`config.mk`:
```
export PLATFORM = sky130hd
export DESIGN_NAME = json_string_escaper_utf8
export DESIGN_NICKNAME = d
export VERILOG_FILES = /design/src/hw/rtl/jse_pkg.sv /design/src/hw/rtl/jse_front.sv /design/src/hw/rtl/jse_queue.sv /design/src/hw/rtl/jse_back.sv /design/src/hw/rtl/json_string_escaper_utf8.sv
export SDC_FILE = /design/constraint.sdc
export NUM_CORES = 1
export LEC_CHECK = 0
export BUFFER_PORTS_ARGS = -buffer_cell sky130_fd_sc_hd__buf_2
export CAP_MARGIN = 40
export CORE_MARGIN = 3
export CORE_UTILIZATION = 25
export CTS_CLUSTER_DIAMETER = 50
export DETAILED_ROUTE_END_ITERATION = 12
export SETUP_SLACK_MARGIN = 0.02
export SYNTH_ARGS = -nofsm -noshare
export SYNTH_HDL_FRONTEND = slang
export SYNTH_SLANG_ARGS = --single-unit
```
`constraint.sdc`:
```
create_clock -name clk -period 14.8 [get_ports clk]
set_clock_uncertainty 0.15 [all_clocks]
set_input_delay 2.96 -clock clk [delete_from_list [all_inputs] [get_ports clk]]
set_output_delay 2.96 -clock clk [all_outputs]
set_load 0.01 [all_outputs]
```
`src/hw/rtl/jse_pkg.sv`:
```
// Shared types and constants for the JSON string escaper.
// Holds the command word passed from front to back. No dependencies.
`default_nettype none
package jse_pkg;

  localparam logic [7:0] QUOTE  = 8'h22;
  localparam logic [7:0] BSLASH = 8'h5C;
  localparam logic [7:0] LF     = 8'h0A;
  localparam logic [7:0] TAB    = 8'h09;
  localparam logic [7:0] CHR_N  = 8'h6E;
  localparam logic [7:0] CHR_T  = 8'h74;
  localparam logic [7:0] CHR_U  = 8'h75;
  localparam logic [7:0] CHR_0  = 8'h30;
  localparam logic [7:0] CTRL_LIMIT = 8'h20;
  localparam logic [7:0] ASCII_LIMIT = 8'h80;
  localparam logic [7:0] LEAD2_LO = 8'hC2;
  localparam logic [7:0] LEAD2_HI = 8'hDF;
  localparam logic [7:0] LEAD3_LO = 8'hE0;
  localparam logic [7:0] LEAD3_HI = 8'hEF;
  localparam logic [7:0] LEAD4_LO = 8'hF0;
  localparam logic [7:0] LEAD4_HI = 8'hF4;
  localparam logic [20:0] CP_MIN3 = 21'h000800;
  localparam logic [20:0] SURR_LO = 21'h00D800;
  localparam logic [20:0] SURR_HI = 21'h00DFFF;
  localparam logic [20:0] CP_MIN4 = 21'h010000;
  localparam logic [20:0] CP_MAX  = 21'h10FFFF;

  // bytes of the replacement escape, one per index
  localparam logic [2:0] REP_LEN = 3'd6;

  // one command word: open quote, replacements, escaped body, replacements, close quote
  typedef struct packed {
    logic            open;
    logic [2:0]      rep1;
    logic [2:0]      body_len;
    logic [5:0][7:0] body;
    logic [1:0]      rep2;
    logic            close;
  } jse_cmd_t;

  function automatic logic [7:0] hex_digit(input logic [3:0] v);
    logic [7:0] r;
    if (v < 4'd10) r = 8'h30 + {4'h0, v};
    else           r = 8'h57 + {4'h0, v};
    return r;
  endfunction

  function automatic logic [7:0] rep_char(input logic [2:0] k);
    logic [7:0] r;
    case (k)
      3'd0:    r = BSLASH;
      3'd1:    r = CHR_U;
      3'd2:    r = 8'h66;
      3'd3:    r = 8'h66;
      3'd4:    r = 8'h66;
      3'd5:    r = 8'h64;
      default: r = 8'h00;
    endcase
    return r;
  endfunction

endpackage
`default_nettype wire

```
`src/hw/rtl/jse_front.sv`:
```
// Front end: accepts string bytes, tracks UTF-8 sequence state, builds command words.
// Depends on jse_pkg.
`default_nettype none
module jse_front (
  input  wire logic              clk,
  input  wire logic              rst_n,
  input  wire logic              accept,
  input  wire logic [7:0]        in_byte,
  input  wire logic              in_has_byte,
  input  wire logic              in_end_of_string,
  output jse_pkg::jse_cmd_t      cmd,
  output logic                   cmd_valid
);

  logic [7:0] held_bytes_r [3];
  logic [1:0] held_count_r, held_count_nxt;
  logic [2:0] seq_len_r, seq_len_nxt;
  logic       open_r, open_nxt;
  logic       wr_en;
  logic [1:0] wr_idx;
  logic       cont;
  logic [20:0] cp;
  logic       cp_ok;

  always_comb begin
    cont = (in_byte[7:6] == 2'b10);
    case (seq_len_r)
      3'd2:    cp = {10'd0, held_bytes_r[0][4:0], in_byte[5:0]};
      3'd3:    cp = {5'd0, held_bytes_r[0][3:0], held_bytes_r[1][5:0], in_byte[5:0]};
      default: cp = {held_bytes_r[0][2:0], held_bytes_r[1][5:0], held_bytes_r[2][5:0],
                     in_byte[5:0]};
    endcase
    cp_ok = 1'b1;
    if (seq_len_r == 3'd3 && (cp < jse_pkg::CP_MIN3 ||
        (cp >= jse_pkg::SURR_LO && cp <= jse_pkg::SURR_HI))) cp_ok = 1'b0;
    if (seq_len_r == 3'd4 && (cp < jse_pkg::CP_MIN4 || cp > jse_pkg::CP_MAX)) cp_ok = 1'b0;
  end

  always_comb begin
    cmd            = '0;
    held_count_nxt = held_count_r;
    seq_len_nxt    = seq_len_r;
    open_nxt       = open_r;
    wr_en          = 1'b0;
    wr_idx         = 2'd0;
    cmd.open       = (in_has_byte || in_end_of_string) && !open_r;
    if (in_has_byte || in_end_of_string) open_nxt = 1'b1;
    if (in_has_byte) begin
      if (held_count_r != 2'd0 && cont) begin
        if ({1'b0, held_count_r} + 3'd1 >= seq_len_r) begin
          if (cp_ok) begin
            cmd.body[0] = held_bytes_r[0];
            cmd.body[1] = held_bytes_r[1];
            cmd.body[2] = held_bytes_r[2];
            cmd.body[{1'b0, held_count_r}] = in_byte;
            cmd.body_len = {1'b0, held_count_r} + 3'd1;
          end else begin
            cmd.rep1 = {1'b0, held_count_r} + 3'd1;
          end
          held_count_nxt = 2'd0;
          seq_len_nxt    = 3'd0;
        end else begin
          wr_en          = 1'b1;
          wr_idx         = held_count_r;
          held_count_nxt = held_count_r + 2'd1;
        end
      end else begin
        cmd.rep1       = {1'b0, held_count_r};
        held_count_nxt = 2'd0;
        seq_len_nxt    = 3'd0;
        if (in_byte == jse_pkg::QUOTE || in_byte == jse_pkg::BSLASH) begin
          cmd.body[0]  = jse_pkg::BSLASH;
          cmd.body[1]  = in_byte;
          cmd.body_len = 3'd2;
        end else if (in_byte == jse_pkg::LF) begin
          cmd.body[0]  = jse_pkg::BSLASH;
          cmd.body[1]  = jse_pkg::CHR_N;
          cmd.body_len = 3'd2;
        end else if (in_byte == jse_pkg::TAB) begin
          cmd.body[0]  = jse_pkg::BSLASH;
          cmd.body[1]  = jse_pkg::CHR_T;
          cmd.body_len = 3'd2;
        end else if (in_byte < jse_pkg::CTRL_LIMIT) begin
          cmd.body[0]  = jse_pkg::BSLASH;
          cmd.body[1]  = jse_pkg::CHR_U;
          cmd.body[2]  = jse_pkg::CHR_0;
          cmd.body[3]  = jse_pkg::CHR_0;
          cmd.body[4]  = jse_pkg::hex_digit(in_byte[7:4]);
          cmd.body[5]  = jse_pkg::hex_digit(in_byte[3:0]);
          cmd.body_len = 3'd6;
        end else if (in_byte < jse_pkg::ASCII_LIMIT) begin
          cmd.body[0]  = in_byte;
          cmd.body_len = 3'd1;
        end else if (in_byte >= jse_pkg::LEAD2_LO && in_byte <= jse_pkg::LEAD2_HI) begin
          wr_en = 1'b1; held_count_nxt = 2'd1; seq_len_nxt = 3'd2;
        end else if (in_byte >= jse_pkg::LEAD3_LO && in_byte <= jse_pkg::LEAD3_HI) begin
          wr_en = 1'b1; held_count_nxt = 2'd1; seq_len_nxt = 3'd3;
        end else if (in_byte >= jse_pkg::LEAD4_LO && in_byte <= jse_pkg::LEAD4_HI) begin
          wr_en = 1'b1; held_count_nxt = 2'd1; seq_len_nxt = 3'd4;
        end else begin
          cmd.rep1 = {1'b0, held_count_r} + 3'd1;
        end
      end
    end
    if (in_end_of_string) begin
      cmd.rep2       = held_count_nxt;
      cmd.close      = 1'b1;
      held_count_nxt = 2'd0;
      seq_len_nxt    = 3'd0;
      open_nxt       = 1'b0;
    end
    cmd_valid = accept && (cmd.open || cmd.rep1 != 3'd0 || cmd.body_len != 3'd0 ||
                           cmd.rep2 != 2'd0 || cmd.close);
  end

  always_ff @(posedge clk) begin
    if (!rst_n) begin
      held_count_r <= 2'd0;
      seq_len_r    <= 3'd0;
      open_r       <= 1'b0;
    end else if (accept) begin
      held_count_r <= held_count_nxt;
      seq_len_r    <= seq_len_nxt;
      open_r       <= open_nxt;
    end
  end

  always_ff @(posedge clk) begin
    if (accept && wr_en) held_bytes_r[wr_idx] <= in_byte;
  end

endmodule
`default_nettype wire

```
`src/hw/rtl/jse_queue.sv`:
```
// Small register queue between front and back.
// Generic width and depth; no package dependency.
`default_nettype none
module jse_queue #(
  parameter int WIDTH = 8,
  parameter int DEPTH = 4
) (
  input  wire logic             clk,
  input  wire logic             rst_n,
  input  wire logic             wr_en,
  input  wire logic [WIDTH-1:0] wdata,
  output logic                  full,
  input  wire logic             rd_en,
  output logic [WIDTH-1:0]      rdata,
  output logic                  empty
);

  localparam int PW = (DEPTH > 1) ? $clog2(DEPTH) : 1;
  localparam int CW = $clog2(DEPTH + 1);

  logic [WIDTH-1:0] mem_r [DEPTH];
  logic [PW-1:0]    wr_ptr_r, rd_ptr_r;
  logic [CW-1:0]    count_r;
  logic             do_wr, do_rd;

  assign full  = (count_r == CW'(DEPTH));
  assign empty = (count_r == '0);
  assign rdata = mem_r[rd_ptr_r];
  assign do_wr = wr_en && !full;
  assign do_rd = rd_en && !empty;

  function automatic logic [PW-1:0] bump(input logic [PW-1:0] p);
    return (p == PW'(DEPTH - 1)) ? '0 : p + PW'(1);
  endfunction

  always_ff @(posedge clk) begin
    if (!rst_n) begin
      wr_ptr_r <= '0;
      rd_ptr_r <= '0;
      count_r  <= '0;
    end else begin
      if (do_wr) wr_ptr_r <= bump(wr_ptr_r);
      if (do_rd) rd_ptr_r <= bump(rd_ptr_r);
      if (do_wr && !do_rd)      count_r <= count_r + CW'(1);
      else if (do_rd && !do_wr) count_r <= count_r - CW'(1);
    end
  end

  always_ff @(posedge clk) begin
    if (do_wr) mem_r[wr_ptr_r] <= wdata;
  end

endmodule
`default_nettype wire

```
`src/hw/rtl/jse_back.sv`:
```
// Back end: expands command words into registered output bytes, one per cycle while popped.
// Depends on jse_pkg.
`default_nettype none
module jse_back (
  input  wire logic              clk,
  input  wire logic              rst_n,
  input  wire jse_pkg::jse_cmd_t q_rdata,
  input  wire logic              q_empty,
  output logic                   q_pop,
  output logic                   empty,
  input  wire logic              pop,
  output logic [7:0]             out_byte,
  output logic                   out_last
);

  jse_pkg::jse_cmd_t cur_r, cur_nxt;
  logic [2:0] k_r, k_nxt;
  logic       out_valid_r;
  logic [7:0] out_byte_r, byte_nxt;
  logic       out_last_r, last_nxt;
  logic       active, adv, out_take;

  assign active   = cur_r.open || cur_r.rep1 != 3'd0 || cur_r.body_len != 3'd0 ||
                    cur_r.rep2 != 2'd0 || cur_r.close;
  assign out_take = pop && out_valid_r;
  assign adv      = active && (!out_valid_r || out_take);

  always_comb begin
    cur_nxt  = cur_r;
    k_nxt    = k_r;
    byte_nxt = 8'h00;
    if (cur_r.open) begin
      byte_nxt     = jse_pkg::QUOTE;
      cur_nxt.open = 1'b0;
    end else if (cur_r.rep1 != 3'd0) begin
      byte_nxt = jse_pkg::rep_char(k_r);
      if (k_r == jse_pkg::REP_LEN - 3'd1) begin
        k_nxt        = 3'd0;
        cur_nxt.rep1 = cur_r.rep1 - 3'd1;
      end else begin
        k_nxt = k_r + 3'd1;
      end
    end else if (cur_r.body_len != 3'd0) begin
      byte_nxt         = cur_r.body[0];
      cur_nxt.body     = {8'h00, cur_r.body[5:1]};
      cur_nxt.body_len = cur_r.body_len - 3'd1;
    end else if (cur_r.rep2 != 2'd0) begin
      byte_nxt = jse_pkg::rep_char(k_r);
      if (k_r == jse_pkg::REP_LEN - 3'd1) begin
        k_nxt        = 3'd0;
        cur_nxt.rep2 = cur_r.rep2 - 2'd1;
      end else begin
        k_nxt = k_r + 3'd1;
      end
    end else if (cur_r.close) begin
      byte_nxt      = jse_pkg::QUOTE;
      cur_nxt.close = 1'b0;
    end
    last_nxt = !cur_nxt.open && cur_nxt.rep1 == 3'd0 && cur_nxt.body_len == 3'd0 &&
               cur_nxt.rep2 == 2'd0 && !cur_nxt.close;
    q_pop    = !q_empty && (!active || (adv && last_nxt));
  end

  always_ff @(posedge clk) begin
    if (!rst_n) begin
      cur_r       <= '0;
      k_r         <= 3'd0;
      out_valid_r <= 1'b0;
    end else begin
      if (q_pop)    cur_r <= q_rdata;
      else if (adv) cur_r <= cur_nxt;
      if (adv)      k_r   <= k_nxt;
      if (adv)           out_valid_r <= 1'b1;
      else if (out_take) out_valid_r <= 1'b0;
    end
  end

  always_ff @(posedge clk) begin
    if (adv) begin
      out_byte_r <= byte_nxt;
      out_last_r <= last_nxt;
    end
  end

  assign empty    = !out_valid_r;
  assign out_byte = out_byte_r;
  assign out_last = out_last_r;

endmodule
`default_nettype wire

```
`src/hw/rtl/json_string_escaper_utf8.sv`:
```
// Top level of the JSON string escaper with UTF-8 validation.
// Throughput: one input word per cycle while the queue is not full; the back end emits
// one output byte per cycle while the output is popped, and a word expands to at most 25 bytes.
// Reset (rst_n low, synchronous): queue and output register empty, no string open.
// Depends on jse_pkg, jse_front, jse_queue, jse_back.
`default_nettype none
module json_string_escaper_utf8 #(
  parameter int QUEUE_DEPTH = 4
) (
  input  wire logic       clk,
  input  wire logic       rst_n,
  input  wire logic       push,
  output logic            full,
  input  wire logic [7:0] in_byte,
  input  wire logic       in_has_byte,
  input  wire logic       in_end_of_string,
  output logic            empty,
  input  wire logic       pop,
  output logic [7:0]      out_byte,
  output logic            out_last
);

  localparam int CMD_W = $bits(jse_pkg::jse_cmd_t);

  jse_pkg::jse_cmd_t cmd, q_rdata;
  logic              cmd_valid, q_empty, q_pop, accept;

  assign accept = push && !full;

  jse_front u_front (
    .clk              (clk),
    .rst_n            (rst_n),
    .accept           (accept),
    .in_byte          (in_byte),
    .in_has_byte      (in_has_byte),
    .in_end_of_string (in_end_of_string),
    .cmd              (cmd),
    .cmd_valid        (cmd_valid)
  );

  jse_queue #(
    .WIDTH (CMD_W),
    .DEPTH (QUEUE_DEPTH)
  ) u_queue (
    .clk   (clk),
    .rst_n (rst_n),
    .wr_en (cmd_valid),
    .wdata (cmd),
    .full  (full),
    .rd_en (q_pop),
    .rdata (q_rdata),
    .empty (q_empty)
  );

  jse_back u_back (
    .clk      (clk),
    .rst_n    (rst_n),
    .q_rdata  (q_rdata),
    .q_empty  (q_empty),
    .q_pop    (q_pop),
    .empty    (empty),
    .pop      (pop),
    .out_byte (out_byte),
    .out_last (out_last)
  );

endmodule
`default_nettype wire
```
# Yosys cells after proc, flatten, opt, wreduce, memory -nomap -nowiden
# Memories as Yosys holds them, arrays and structs flattened. A register that Yosys moved wholly into a read port is not among the register bits.
# Index checks and enable logic that the tools add are counted.
[word_totals]
ff_bits = 84
mem_bits_rw = 256
in_bits = 14
out_inout_bits = 11
wordCells = 253
memories = 2
[memory_table]
columns = ["name", "depth", "word_bits", "rd", "rd_ports_with_merged_regs", "write_ports", "line_no", "text"]
rows = [
  ["u_queue.mem_r", 4, 58, 1, 1, 1, "jse_queue.sv:21", "logic [WIDTH-1:0] mem_r [DEPTH];"],
  ["u_front.held_bytes_r", 3, 8, 3, 0, 1, "jse_front.sv:15", "logic [7:0] held_bytes_r [3];"],
]
[op_classes]
add_sub_neg = 14
magnitude_cmp = 18
eq_ne = 20
muxes = 108
n_bitwise = 1
n_reduce_logical = 69
[ops]
columns = ["cell", "n"]
rows = [
  ["54-bit 2-to-1 mux", 4],
  ["58-bit 2-to-1 mux", 2],
  ["3-bit 2-to-1 mux", 35],
  ["51-bit 2-to-1 mux", 2],
  ["32-bit 2-to-1 mux", 3],
  ["8-bit 2-to-1 mux", 8],
  ["57-bit 2-to-1 mux", 1],
  ["48-bit bitwise mux", 1],
  ["16-bit 2-to-1 mux", 3],
  ["21-bit one-hot mux with 2 select lines", 1],
  ["2-bit 2-to-1 mux", 20],
  ["40-bit 2-to-1 mux", 1],
  ["7-bit one-hot mux with 4 select lines", 1],
  ["8-bit >= comparator (second input constant)", 3],
  ["8-bit <= comparator (second input constant)", 3],
  ["1-bit 2-to-1 mux", 24],
  ["1-bit logical AND", 23],
  ["21-bit by 16-bit >= comparator with 1-bit output (second input constant)", 1],
  ["21-bit > comparator (second input constant)", 1],
  ["21-bit by 16-bit <= comparator with 1-bit output (second input constant)", 1],
  ["21-bit by 12-bit < comparator with 1-bit output (second input constant)", 1],
  ["21-bit by 17-bit < comparator with 1-bit output (second input constant)", 1],
  ["2-bit nonzero test", 10],
  ["7-bit by 4-bit adder with 8-bit output (first input constant)", 2],
  ["other kinds (34)", 78],
]

# Depth between registers and ports, before layout
[logic_depth]
depth_word = 23
mapped_depth = 17
depth_no_buf = 16

# Modules after synthesis
# From an unflattened synthesis, not the netlist that was laid out.
[hier_totals]
hier_cells = 1145
area_unflattened_um2 = 15841.4
[modules_own_cells]
columns = ["module", "n_inst", "cells_per_inst", "area_each_um2", "seq_area_each_um2"]
rows = [
  ["jse_queue", 1, 354, 8867.3, 7146.9],
  ["jse_back", 1, 459, 4220.3, 1511.4],
  ["jse_front", 1, 331, 2740.1, 840.8],
  ["json_string_escaper_utf8", 1, 1, 13.8, 0.0],
]

# Worst setup path before layout
# OpenSTA, ideal clock, no wires.
[synth_path]
path_kind = "input port to flip-flop"
start = "input in_byte[1]"
end = "memory u_queue.mem_r[0][0] (netlist name), enable pin"
setup_time_ps = 420
t_arrival_ps = 6250
required_ps = 14230
setup_slack_ps = 7980
cell_stages = 10
n_path_buf = 1
path_cell_list = "clkbuf_1 > inv_1 > ha_1 > nand4bb_1 > a221o_1 > nand4_1 > nor3_1 > a211o_1 > a21oi_1 > and2_1"
[synth_between]
elab_chain_len = 21
word_cells_on_any_way = 69
cone_classes = "order compare (13); eq/ne (4); mux (34); reduce/logical (18)"
[synth_lines]
columns = ["element", "line_no", "text"]
rows = [
  ["start, declared", "json_string_escaper_utf8.sv:14", "input wire logic [7:0] in_byte,"],
  ["branches (longest 15 deep; another with 21-bit by 16-bit >= comparator with 1-bit output)", "--", ""],
  ["1-bit logical OR *", "jse_front.sv:112", "cmd_valid = accept && (cmd.open || cmd.rep1 != 3'd0 || cmd.body_len != 3'd0 ||"],
  ["1-bit logical OR *", "jse_front.sv:113", "cmd.rep2 != 2'd0 || cmd.close);"],
  ["1-bit logical AND *", "jse_front.sv:112", ""],
  ["1-bit logical AND *", "jse_queue.sv:29", "assign do_wr = wr_en && !full;"],
  ["via u_queue.do_wr", "jse_queue.sv:24", "logic do_wr, do_rd;"],
  ["1-bit 2-to-1 mux *", "jse_queue.sv:50", "if (do_wr) mem_r[wr_ptr_r] <= wdata;"],
  ["1-bit 2-to-1 mux (implied by the code) *", "jse_queue.sv:50", ""],
  ["end, declared", "jse_queue.sv:21", ""],
]
# Mark *: on every way through the listed nets, which the timed path passes.

# Worst setup path in the final report
[layout_path]
start = "input in_byte[1]"
end = "register u_queue.count_r[2]"
[layout_between]
elab_chain_len = 22
word_cells_on_any_way = 72
cone_classes = "order compare (13); eq/ne (4); mux (33); reduce/logical (22)"
[layout_lines]
columns = ["element", "line_no", "text"]
rows = [
  ["branches (longest 15 deep; another with 21-bit by 16-bit >= comparator with 1-bit output)", "--", ""],
  ["1-bit logical OR *", "jse_front.sv:112", ""],
  ["1-bit logical OR *", "jse_front.sv:113", ""],
  ["1-bit logical AND *", "jse_front.sv:112", ""],
  ["1-bit logical AND *", "jse_queue.sv:29", ""],
  ["via u_queue.do_wr", "jse_queue.sv:24", ""],
  ["1-bit logical NOT", "jse_queue.sv:45", "else if (do_rd && !do_wr) count_r <= count_r - CW'(1);"],
  ["1-bit logical AND", "jse_queue.sv:45", ""],
  ["2-bit nonzero test (no source line)", "--", ""],
  ["end signal, assigned", "jse_queue.sv:44", "if (do_wr && !do_rd) count_r <= count_r + CW'(1);"],
  ["end signal, assigned", "jse_queue.sv:45", ""],
  ["end, declared", "jse_queue.sv:23", "logic [CW-1:0] count_r;"],
]
# Marked as above.
# A chain may end at the register's enable or synchronous reset.

==> metrics.txt <==
status finished, final reports clean; Layout Nets 1239; postcts setup bufs 0; crit-path max FO 14; WP data arrival 7080 ps; Fin. Hold Viols 0; Crit Path Category input port to flop; logic gate share of total power 28.7%; Post-Syn Area 14800 sq um; Flop pwr share 39.7%; fmax 148 MHz; # setup viols final 0; Register Area 9240 sq um; Switching Share 33.4%; Post-DP HPWL 21400 um; vias in the first global route 9312; hold_buf cts 0; Max Slew Vio Count 0; Static Leak 5.63 nW; initial core utilization 25.5%; Total Wirelength 33800 um; number of synthesized register bits 333; CTS tree done; Max-Cap Viols 0; GRT met1 Usage 14.9%; root buffer cell clkbuf_16; fin crit share 45.6%; clk_lat worst skew 550 ps; router iterations before antenna repair 5; drt drc 0; NetSw 1.05 mW; clock buffer depth 3; Hold Path Class flop to flop; Multi-input gate area 5190 sq um; Post-synth EDFFs 257; # diodes 0; Area growth syn-to-layout 16.6%; Post-DRT Antenna Nets 0; met3 Usage GRT 1.72%; unrepaired setup endpoints after global routing false; row count 88; Tightest Pin Transition 951 ps; pre-CTS setup slack 7590 ps; fin cells 1994; Hold Crit Depth 2; Placed Cells incl. Taps 1919; GPL Wtd Cong 0.940; most common cell after layout, fill and taps aside edfxtp_1; Worst Setup End Kind flop; GRT busiest layer met2; vias per cell 4.69; # port buffers 24; ys flop type edfxtp_1; Setup WS post-layout 8050 ps; R2R depth 15; Final Core Density 29.7%; PD cells 182 nW/um^2; Worst-path clk slew 60 ps; CP startpoint kind input port; largest net degree at the start of global routing 89; Overflow after GRT 0; Die Height 249 um; ys async rst share 0%; Vias 9344; H-tree depth 2; # fillers 5906; post-cts resize count 0; IR drop worst, VDD 0.000115 V; initial antenna violation count 1; clock power share 31.6%; clock sinks 333; mean post-synth cell area 12.7 sq um; Internal 2.09 mW; die area 62200 sq um; post-synth cell types 69; core area 58100 sq um; Tot Pwr 3.14 mW; final setup TNS 0 ps; crit path time final 6750 ps; register area share after synthesis 62.4%; worst endpoint required time 15120 ps; Wirelength per Cell 16.9 um; Synth Warn # 0; Worst slew margin 35.7%; Post-Syn Instances 1169; DR iter-0 viols 1011; layout cell share with drive strength beyond 1 15.1%; GR Util All Layers 10.7%; commonest non-fill, non-tap cells in the layout edfxtp_1 (257), nand2_1 (172), o21ai_0 (110), nand3_1 (79), dfxtp_1 (74); # IOs 25; met2 usage 17.2%; Die X 249 um; number of buffers created by CTS 41; first-pass GRT wire length 53600 um
## metal layers
layer  wire length [um]  vias up
met4                698        0
li1                   -     4408
met3               1860       55
met5                  0        -
met1              15500     4600
met2              15700      281
## cells in the mapped netlist, drive strengths merged, types with 9 or more instances
| cell | instances | area (sq um) |
|---|---|---|
| nand2 | 172 | 646 |
| mux4 | 56 | 1260 |
| buf | 14 | 103 |
| o31ai | 9 | 81.3 |
| nand3 | 80 | 400 |
| dfxtp | 76 | 1520 |
| nor2 | 37 | 139 |
| o21ai | 118 | 591 |
| nor3 | 27 | 135 |
| ha | 27 | 338 |
| a21oi | 25 | 129 |
| mux2i | 22 | 220 |
| nand4 | 10 | 62.6 |
| clkbuf | 66 | 248 |
| nor2b | 12 | 75.1 |
| edfxtp | 257 | 7720 |
| and2 | 11 | 68.8 |
| inv | 31 | 116 |
| xnor2 | 9 | 78.8 |
## metrics by stage
step,area [sq um],hold slack (ps)
detailed placement,15900,289
floorplan,14900,272
finish,17300,297
CTS,17300,298
global route,17300,309
global placement,15700,279
## registers in the layout, summed over array words and instances, names as in the netlist, named ones only
signal,cells
u_queue.mem_r,224
u_back.cur_r,57
u_front.held_bytes_r,24
u_back.out_byte,8
u_back.k_r,3
u_front.seq_len_r,3
u_queue.count_r,3
u_front.held_count_r,2
u_queue.rd_ptr_r,2
u_queue.wr_ptr_r,2
u_back.out_last,1
u_back.out_valid_r,1
u_front.open_r,1
## kinds of logic after synthesis
| family | Yosys count | synth area share [%] |
|---|---|---|
| AOI/OAI and AO/OA | 206 | 8.30 |
| other | 1 | 0.0253 |
| and+or+nand+nor | 395 | 12.7 |
| DFF | 333 | 62.4 |
| muxes | 83 | 10.4 |
| buffers and inverters | 113 | 3.20 |
| xor gates and xnor gates | 10 | 0.591 |
| adders and majority gates | 28 | 2.42 |
## worst paths after layout
kind / start / to / slack, ps
worst max-delay path: in_byte[1] / u_queue.count_r[2] / 8050
worst min-delay path: u_back.cur_r[42] / u_back.cur_r[42] / 300
worst max register to register: u_front.held_count_r[0] / u_queue.count_r[2] / 10090
worst min register to register: u_back.cur_r[42] / u_back.cur_r[42] / 300
## power groups by stage
stage | Sequential [mW] | Clock (mW) | Combinational [mW]
detailed placement | 1.27 | 0 | 0.915
CTS | 1.25 | 1.02 | 0.916
global placement | 1.27 | 0 | 0.870
finish | 1.25 | 0.992 | 0.900
global route | 1.26 | 1.06 | 1.01
floorplan | 1.24 | 0 | 0.702
## layout make-up
type | count | share of cell area [%]
clock inverter | 20 | 1.25
timing repair buffer | 46 | 2.28
tap | 765 | 5.54
multi-input combinational | 742 | 30.0
clock buffer | 55 | 6.66
sequential | 333 | 53.5
inverter | 33 | 0.717
## critical path: stages
cell and delay (ps):
buf_2 260, inv_1 180, ha_1 300, nand4b_1 140, o2bb2a_1 210, o21ai_0 150
nor2_1 140, nand3_1 390, inv_1 360, nor4_1 90, a21oi_1 490, ha_1 300
inv_1 60, fa_1 380, xor2_1 170, or3_1 310, a21boi_0 160
Power figures use the tool's default switching activity.
